--- src/hdl/wpp_pkg.sv ---
// ---------------------------------------------------------------------------
// wpp_pkg - shared types, constants and tables for the wall projector
// Widths of the datapath, the quarter-wave sine table and the lookup helper.
// ---------------------------------------------------------------------------
package wpp_pkg;

   localparam int SCREEN_W_DEF = 200;
   localparam int SCREEN_H_DEF = 150;
   localparam int ANGLE_STEPS  = 360;
   localparam int QTR_STEPS    = ANGLE_STEPS / 4;

   localparam int               FOCAL_W     = 10;
   localparam logic [FOCAL_W-1:0] FOCAL_RESET = 10'd200;

   localparam int   CSR_AW        = 3;
   localparam int   CSR_DW        = 32;
   localparam logic CSR_IDX_FOCAL = 1'b0;

   localparam int IN_W    = 16;
   localparam int ANG_W   = 9;
   localparam int TALL_W  = 12;
   localparam int DW      = IN_W + 1;     // world offset
   localparam int ZBW     = IN_W + 1;     // bottom height offset
   localparam int ZTW     = IN_W + 2;     // top height offset
   localparam int TRIG_W  = 16;           // Q2.14
   localparam int FRAC_W  = 14;
   localparam int PROD_W  = DW + TRIG_W;
   localparam int SUM_W   = PROD_W + 1;
   localparam int VW      = 20;           // view space coordinate

   localparam int ROT_STG  = 4;
   localparam int CLIP_QW  = 16;          // unsigned Q0.16 clip factor bits
   localparam int CLIP_RW  = VW + 1;
   localparam int LERP_W   = CLIP_QW + 1 + CLIP_RW;
   localparam int LSUM_W   = LERP_W + 2;
   localparam int PROJ_LANES = 6;
   localparam int PROJ_QW  = 17;
   localparam int PROJ_RW  = VW;
   localparam int MUL_W    = VW + FOCAL_W + 1;
   localparam int MAG_W    = MUL_W - 1;
   localparam int BIG_W    = PROJ_RW + PROJ_QW;
   localparam int RES_W    = 16;
   localparam int SV_W     = PROJ_QW + 2;

   localparam int N_STG = ROT_STG + 1 + CLIP_QW + 4 + PROJ_QW;

   localparam int REQ_DATA_W = 152;
   localparam int RSP_DATA_W = 96;

   localparam longint ROT_SIN_Q30 = 64'sd18739379;
   localparam longint ROT_COS_Q30 = 64'sd1073578288;

   typedef struct packed {
      logic        [TALL_W-1:0] wall_tall;
      logic signed [IN_W-1:0]   base_height;
      logic signed [IN_W-1:0]   end_b_y;
      logic signed [IN_W-1:0]   end_b_x;
      logic signed [IN_W-1:0]   end_a_y;
      logic signed [IN_W-1:0]   end_a_x;
      logic        [ANG_W-1:0]  view_angle;
      logic signed [IN_W-1:0]   viewer_z;
      logic signed [IN_W-1:0]   viewer_y;
      logic signed [IN_W-1:0]   viewer_x;
   } req_type;

   typedef struct packed {
      logic signed [VW-1:0]  xa;
      logic signed [VW-1:0]  ya;
      logic signed [VW-1:0]  xb;
      logic signed [VW-1:0]  yb;
      logic signed [ZBW-1:0] zb;
      logic signed [ZTW-1:0] zt;
   } view_type;

   typedef struct packed {
      logic                      cull;
      logic                      clip_a;
      logic                      clip_b;
      view_type                  view;
      logic signed [VW-1:0]      near_x;
      logic signed [CLIP_RW-1:0] diff;
   } clip_pay_type;

   typedef struct packed {
      logic                  cull;
      logic [PROJ_LANES-1:0] neg;
      logic [PROJ_LANES-1:0] big;
   } proj_pay_type;

   typedef logic signed [TRIG_W-1:0] quarter_type [0:QTR_STEPS];

   // sin of 0..90 degrees, one-degree rotation recurrence in Q30
   function automatic quarter_type build_quarter();
      quarter_type q;
      longint      c;
      longint      s;
      longint      nc;
      longint      ns;
      q[0] = '0;
      c    = longint'(1) <<< 30;
      s    = 0;
      for (int k = 1; k < QTR_STEPS; k++) begin
         nc   = (c * ROT_COS_Q30 - s * ROT_SIN_Q30 + (longint'(1) <<< 29)) >>> 30;
         ns   = (s * ROT_COS_Q30 + c * ROT_SIN_Q30 + (longint'(1) <<< 29)) >>> 30;
         c    = nc;
         s    = ns;
         q[k] = TRIG_W'((s + 64'sd32768) >>> 16);
      end
      q[QTR_STEPS] = TRIG_W'(1 << FRAC_W);
      return q;
   endfunction

   localparam quarter_type QUARTER = build_quarter();

   // full circle sine from the quarter table, angle 0..359
   function automatic logic signed [TRIG_W-1:0] trig_lookup(logic [ANG_W-1:0] a);
      logic [ANG_W-1:0]         idx;
      logic                     neg;
      logic signed [TRIG_W-1:0] mag;
      if (a <= ANG_W'(QTR_STEPS)) begin
         idx = a;
         neg = 1'b0;
      end else if (a <= ANG_W'(2 * QTR_STEPS)) begin
         idx = ANG_W'(2 * QTR_STEPS) - a;
         neg = 1'b0;
      end else if (a <= ANG_W'(3 * QTR_STEPS)) begin
         idx = a - ANG_W'(2 * QTR_STEPS);
         neg = 1'b1;
      end else begin
         idx = ANG_W'(ANGLE_STEPS) - a;
         neg = 1'b1;
      end
      mag = QUARTER[idx[6:0]];
      return neg ? -mag : mag;
   endfunction

endpackage

--- src/hdl/wpp_div.sv ---
// ---------------------------------------------------------------------------
// wpp_div - pipelined restoring divider, one quotient bit per stage
// Several lanes share the stage enable and one sideband word.
// ---------------------------------------------------------------------------
module wpp_div import wpp_pkg::*; #(
   parameter int LANES = 1,
   parameter int RW    = CLIP_RW,
   parameter int QW    = CLIP_QW,
   parameter int PW    = 1
) (
   input  logic                        clock,
   input  logic                        en,
   input  logic [LANES-1:0][RW-1:0]    div_rem,   // upper dividend, below divisor
   input  logic [LANES-1:0][QW-1:0]    div_low,   // dividend bits shifted in
   input  logic [LANES-1:0][RW-1:0]    div_den,
   input  logic [PW-1:0]               div_pay,
   output logic [LANES-1:0][QW-1:0]    quo,
   output logic [PW-1:0]               quo_pay
);

   logic [QW-2:0][LANES-1:0][RW-1:0] rem_ff;
   logic [QW-2:0][LANES-1:0][RW-1:0] den_ff;
   logic [QW-2:0][LANES-1:0][QW-1:0] low_ff;
   logic [QW-1:0][LANES-1:0][QW-1:0] q_ff;
   logic [QW-1:0][PW-1:0]            pay_ff;

   for (genvar s = 0; s < QW; s++) begin : g_stg
      logic [LANES-1:0][RW-1:0] r_src;
      logic [LANES-1:0][RW-1:0] d_src;
      logic [LANES-1:0][QW-1:0] l_src;
      logic [LANES-1:0][QW-1:0] q_src;
      logic [PW-1:0]            p_src;
      logic [LANES-1:0][RW-1:0] rem_in;
      logic [LANES-1:0][QW-1:0] low_in;
      logic [LANES-1:0][QW-1:0] q_in;

      if (s == 0) begin : g_head
         assign r_src = div_rem;
         assign d_src = div_den;
         assign l_src = div_low;
         assign q_src = '0;
         assign p_src = div_pay;
      end else begin : g_body
         assign r_src = rem_ff[s-1];
         assign d_src = den_ff[s-1];
         assign l_src = low_ff[s-1];
         assign q_src = q_ff[s-1];
         assign p_src = pay_ff[s-1];
      end

      always_comb begin : trial
         logic [RW:0] t;
         for (int l = 0; l < LANES; l++) begin
            t = {r_src[l], l_src[l][QW-1]};
            if (t >= {1'b0, d_src[l]}) begin
               rem_in[l] = RW'(t - {1'b0, d_src[l]});
               q_in[l]   = {q_src[l][QW-2:0], 1'b1};
            end else begin
               rem_in[l] = RW'(t);
               q_in[l]   = {q_src[l][QW-2:0], 1'b0};
            end
            low_in[l] = l_src[l] << 1;
         end
      end

      always_ff @(posedge clock) begin
         if (en) begin
            q_ff[s]   <= q_in;
            pay_ff[s] <= p_src;
         end
      end

      if (s < QW - 1) begin : g_carry
         always_ff @(posedge clock) begin
            if (en) begin
               rem_ff[s] <= rem_in;
               den_ff[s] <= d_src;
               low_ff[s] <= low_in;
            end
         end
      end
   end

   assign quo     = q_ff[QW-1];
   assign quo_pay = pay_ff[QW-1];

endmodule

--- config.mk ---
export PLATFORM = sky130hd
export DESIGN_NAME = wpp_div
export DESIGN_NICKNAME = d
export VERILOG_FILES = /design/src/hdl/wpp_pkg.sv /design/src/hdl/wpp_div.sv
export SDC_FILE = /design/constraint.sdc
export NUM_CORES = 2
export LEC_CHECK = 0
export ABC_AREA = 1
export BUFFER_PORTS_ARGS = -buffer_cell sky130_fd_sc_hd__buf_2
export CORE_UTILIZATION = 45
export CTS_CLUSTER_DIAMETER = 80
export DETAILED_ROUTE_END_ITERATION = 8
export PLACE_DENSITY = 0.69
export SLEW_MARGIN = 0
export SYNTH_ARGS = -nofsm -noshare
export SYNTH_HDL_FRONTEND = slang
export SYNTH_SLANG_ARGS = --single-unit
--- constraint.sdc ---
create_clock -name clock -period 4.2 [get_ports clock]
set_clock_uncertainty 0.15 [all_clocks]
set_input_delay 0 -clock clock [delete_from_list [all_inputs] [get_ports clock]]
set_output_delay 0 -clock clock [all_outputs]
set_load 0.01 [all_outputs]
; Word level (Yosys, flattened, before mapping)
; Index checks and enable logic that the tools add are counted.
[word_totals]
reg_bits = 902
inputBits = 61
output_inout_bits = 17
elab_cells = 139
[op_classes]
add_sub_neg = 15
magnitude_cmp = 16
n_mux = 31
[ops]
columns = op, count
row1 = >= comparator 22 x 21 -> 1 bit, 16
row2 = two-way mux 21 bit, 15
row3 = subtractor 21 bit, 15
row4 = two-way mux 1 bit, 16

; Depth between registers and ports, before layout
[logic_depth]
ltp_word = 2
depth_mapped = 16
mapped_depth_nobuf = 15

; Least setup slack after synthesis
; No wires, ideal clock.
[synth_timing]
path_kind = flip-flop to flip-flop
from = register low_ff (netlist bit g_stg[5].l_src[15])
to = register rem_ff (netlist bit g_stg[6].r_src[19]) (data pin)
setup_ns = 0.253
arrival_ns = 1.846
required_time_ns = 3.797
path_slack_ns = 1.951
stages_incl_launch_ff = 16
path_buffers = 1
synth_period_minus_slack_ns = 2.249
cell_sequence = edfxtp_1 inv_1 ha_1 inv_1 fa_1 nand2_1 nand2_1 nand3_1 nand2_1 nand2_1 nand2_1 nand2_1 nand2_4 buf_4 nand3_1 nand2_1
[synth_rtl]
columns = item, line
row1 = from (decl), wpp_div.sv:23  ; logic [QW-2:0][LANES-1:0][QW-1:0] low_ff;
row2 = "from (signal, indexed assignment)", wpp_div.sv:78  ; low_ff[s] <= low_in;
row3 = "to (signal, indexed assignment)", wpp_div.sv:76  ; rem_ff[s] <= rem_in;
row4 = to (decl), wpp_div.sv:21  ; logic [QW-2:0][LANES-1:0][RW-1:0] rem_ff;

==> results by group <==
STA
  • Post-layout minimum cycle time: 3237 ps
  • Relative slew slack: 42.36%
  • Fin crit share: 77.07%
  • TNS Setup: 0 ps
  • Fmax achieved: 0.3089 GHz
  • Final setup vio count: 0
  • RSZ-0062 raised after global routing: false
  • Worst hold slack: 49.54 ps
  • Slew Limit Fails: 0
  • Hold Fails Final Rpt: 0
  • Least-Margin Pin Slew: 864.6 ps

Worst hold path
  • Hold depth: 4
  • Worst hold path type: in2reg

Run status
  • Status: finished, final reports clean

Routing
  • Final ANT Viol Nets: 0
  • WL/cell: 17.05 um
  • Drt initial violations: 3,562
  • Average vias per placed instance: 4.965
  • DR DRC count: 0
  • Routed Wire Length: 145.2 mm
  • Vias after detailed routing: 42,270
  • Pre-antenna DRT Iters: 6

CTS
  • CTS tree: done
  • Number of buffers inserted by hold repair at cts: 131
  • Cts repair resizes: 0
  • # Post-CTS Setup Buffers: 0
  • Max clock buf depth: 3
  • Root Driver: clkbuf_16
  • CTS buffer count: 101
  • Clk sinks: 902
  • Max H-tree Level: 3
  • Clk slew on worst S/H paths: 60 ps
  • Worst-Skew Late Latency: 730 ps

Flow run
  • Maxcap violations: 0

Power
  • P per Cell Area: 693.3 nW/um^2
  • Max VDD drop: 0.3808 mV
  • Pleak: 29.81 nW

Synth
  • Mapped Area: 54,270 sq um
  • YS warnings: 0
  • Mapped Cells: 6,544
  • Syn_nets: 6,956
  • Register bit total from synthesis: 902
  • Synth cell types: 31
  • Register area share after synthesis: 49.91%
  • Post-Synthesis Mean Instance Area: 8.292 sq um

Global routing
  • Gr usage total: 23.84%
  • Vias in the first global route: 40,440
  • First-pass GRT wire length: 225.8 mm
  • Largest net degree at the start of global routing: 112
  • Initial antenna violation count: 1
  • Total gr overflow: 0

Floorplanning
  • Starting density of the core: 45.29%
  • Chip height: 349.3 um
  • Rows: 127
  • Ports: 78
  • Core ar.: 119,800 sq um
  • Die footprint: 122,000 sq um
  • Die X: 349.3 um

Final layout
  • Post-layout util: 51.02%
  • Syn-to-layout area delta: 12.65%
  • Antenna diodes: 0
  • Nets: 7,226
  • Layout cells sized above 1: 5.578%

Critical path
  • Critical Path Start Type: flip-flop
  • Register-to-register setup slack: 960 ps
  • Setup crit end: g_stg[7].r_src[3]$_DFFE_PP_
  • Worst Path Max Fanout: 24
  • CP arrival: 3530 ps
  • Critical path launch point: g_stg[6].d_src[0]$_DFFE_PP_
  • R2r worst-path depth: 14
  • Reg-to-Reg End: g_stg[7].r_src[3]$_DFFE_PP_
  • CP required: 4500 ps
  • Critical path class: reg2reg
  • R2r startpoint: g_stg[6].d_src[0]$_DFFE_PP_
  • Kind of end point of the critical path: flip-flop

Placement
  • GPL Wtd Cong: 0.9443
  • Port bufs: 77
  • Post-DP HPWL: 112.3 mm
[report_power, final]
part	switching, W	internal (W)
clock network	0.00386	0.00536
logic	0.0124	0.00618
registers	0.00174	0.0128
total	0.0180	0.0244
[stage by stage]
step	total power [W]	worst slack [ps]	std cells	cell area, sq um
after floorplan	0.02774	1951	6544	54270
after global placement	0.03280	984.2	8192	56360
after detailed placement	0.03296	966.5	8192	56360
after CTS	0.04248	965.7	8514	61130
after global routing	0.04563	790.6	8514	61130
final	0.04238	963.0	8514	61130
[cell usage after synthesis]
cell	n	area, sq um
nand2_1	2523	9470
inv_1	1136	4264
edfxtp_1	902	27090
nand3_1	438	2192
nor2_1	436	1637
ha_1	336	4204
a21oi_1	217	1086
xor2_1	121	1060
nand3b_1	64	480.5
nand2_2	40	250.2
buf_6	34	382.9
inv_2	33	123.9
nand4_1	32	200.2
o21bai_1	30	225.2
buf_4	26	195.2
nor3_1	19	95.09
o21ai_0	19	95.09
o21a_1	16	120.1
and3_1	15	93.84
fa_1	15	300.3
nor2_2	15	93.84
or2_2	15	93.84
and2_1	14	87.58
nor3_2	14	140.1
nand2_4	12	135.1
or2_1	12	75.07
nor4_1	3	18.77
nor2_4	2	22.52
o211ai_1	2	15.01
or2_0	2	12.51
nand3_2	1	10.01
[per-layer routing]
metal | part of all wire (%) | track usage (%)
met5 | 0 | 0
met1 | 44 | 31.26
met4 | 3.6 | 8.306
met2 | 48 | 40.52
met3 | 4.6 | 2.911
[flip-flops by register name, indices dropped and copies added, names as in the netlist]
name,flops
g_stg.q_src,120
g_stg.d_src,315
quo_pay,1
quo,16
g_stg.l_src,120
g_stg.r_src,315
g_stg.p_src,15
[worst max-delay path, cell delays in order (launching register included)]
cell and delay [ps]:
edfxtp_1 470, ha_1 240, inv_1 150, fa_1 260, nand2_1 90, nand2_1 120
nand3_1 70, nand2_1 140, nand2_1 90, nand2_1 100, nand2_1 70, nand2_2 400
inv_2 310, nand2_1 130, nand2_1 140
[placed cells by master (no fill, tap or decap), types with 3 or more instances in the layout]
| cell type | instances |
|---|---|
| clkbuf_1 | 21 |
| nand2_1 | 2523 |
| nor4_1 | 3 |
| clkbuf_16 | 101 |
| o21ai_0 | 19 |
| inv_1 | 1136 |
| o21bai_1 | 30 |
| nand3b_1 | 64 |
| clkinv_4 | 6 |
| nand4_1 | 32 |
| nand2_4 | 12 |
| ha_1 | 336 |
| clkinv_1 | 13 |
| clkinv_2 | 17 |
| nor2_1 | 436 |
| and3_1 | 15 |
| o21a_1 | 16 |
| inv_16 | 4 |
| xor2_1 | 121 |
| buf_4 | 10 |
| bufinv_16 | 14 |
| a21oi_1 | 217 |
| nand2_2 | 40 |
| and2_1 | 14 |
| nor3_2 | 14 |
| nor3_1 | 19 |
| inv_6 | 7 |
| nor2_2 | 15 |
| clkinvlp_4 | 5 |
| or2_2 | 15 |
| edfxtp_1 | 902 |
| dlygate4sd3_1 | 131 |
| fa_1 | 15 |
| or2_1 | 12 |
| inv_2 | 33 |
| buf_2 | 76 |
| buf_12 | 9 |
| nand3_1 | 438 |
[worst min path at each step]
stage	from	end	slack [ps]
after CTS	div_rem[15]	g_stg[1].r_src[16]$_DFFE_PP_	4
after global placement	div_low[11]	g_stg[1].l_src[12]$_DFFE_PP_	30
after floorplan	div_den[0]	g_stg[1].d_src[0]$_DFFE_PP_	-50
after detailed placement	div_low[11]	g_stg[1].l_src[12]$_DFFE_PP_	30
final	div_rem[15]	g_stg[1].r_src[16]$_DFFE_PP_	50
after global routing	div_rem[13]	g_stg[1].r_src[14]$_DFFE_PP_	10
[kinds of logic (layout without fill, tap and decap cells)]
| logic type | after synthesis | in the layout | synth area share, % |
|---|---|---|---|
| flip-flops | 902 | 902 | 49.91 |
| adder cells (fa/ha/maj) | 351 | 351 | 8.300 |
| AND/OR/NAND/NOR | 3657 | 3657 | 27.84 |
| buffers and inverters | 1229 | 1587 | 9.151 |
| AO/OA/AOI/OAI | 284 | 284 | 2.841 |
| XOR/XNOR | 121 | 121 | 1.953 |
[cell type report]
type	instances	area (sq um)
Inverter	1169	4388
Timing Repair Buffer	227	1962
Tap cell	1612	2017
Sequential cell	902	27090
Multi-Input combinational cell	4413	22210
Fill cell	11430	58680
Clock buffer	122	2606
Clock inverter	69	857.1
(Power assumes the default switching activity.)
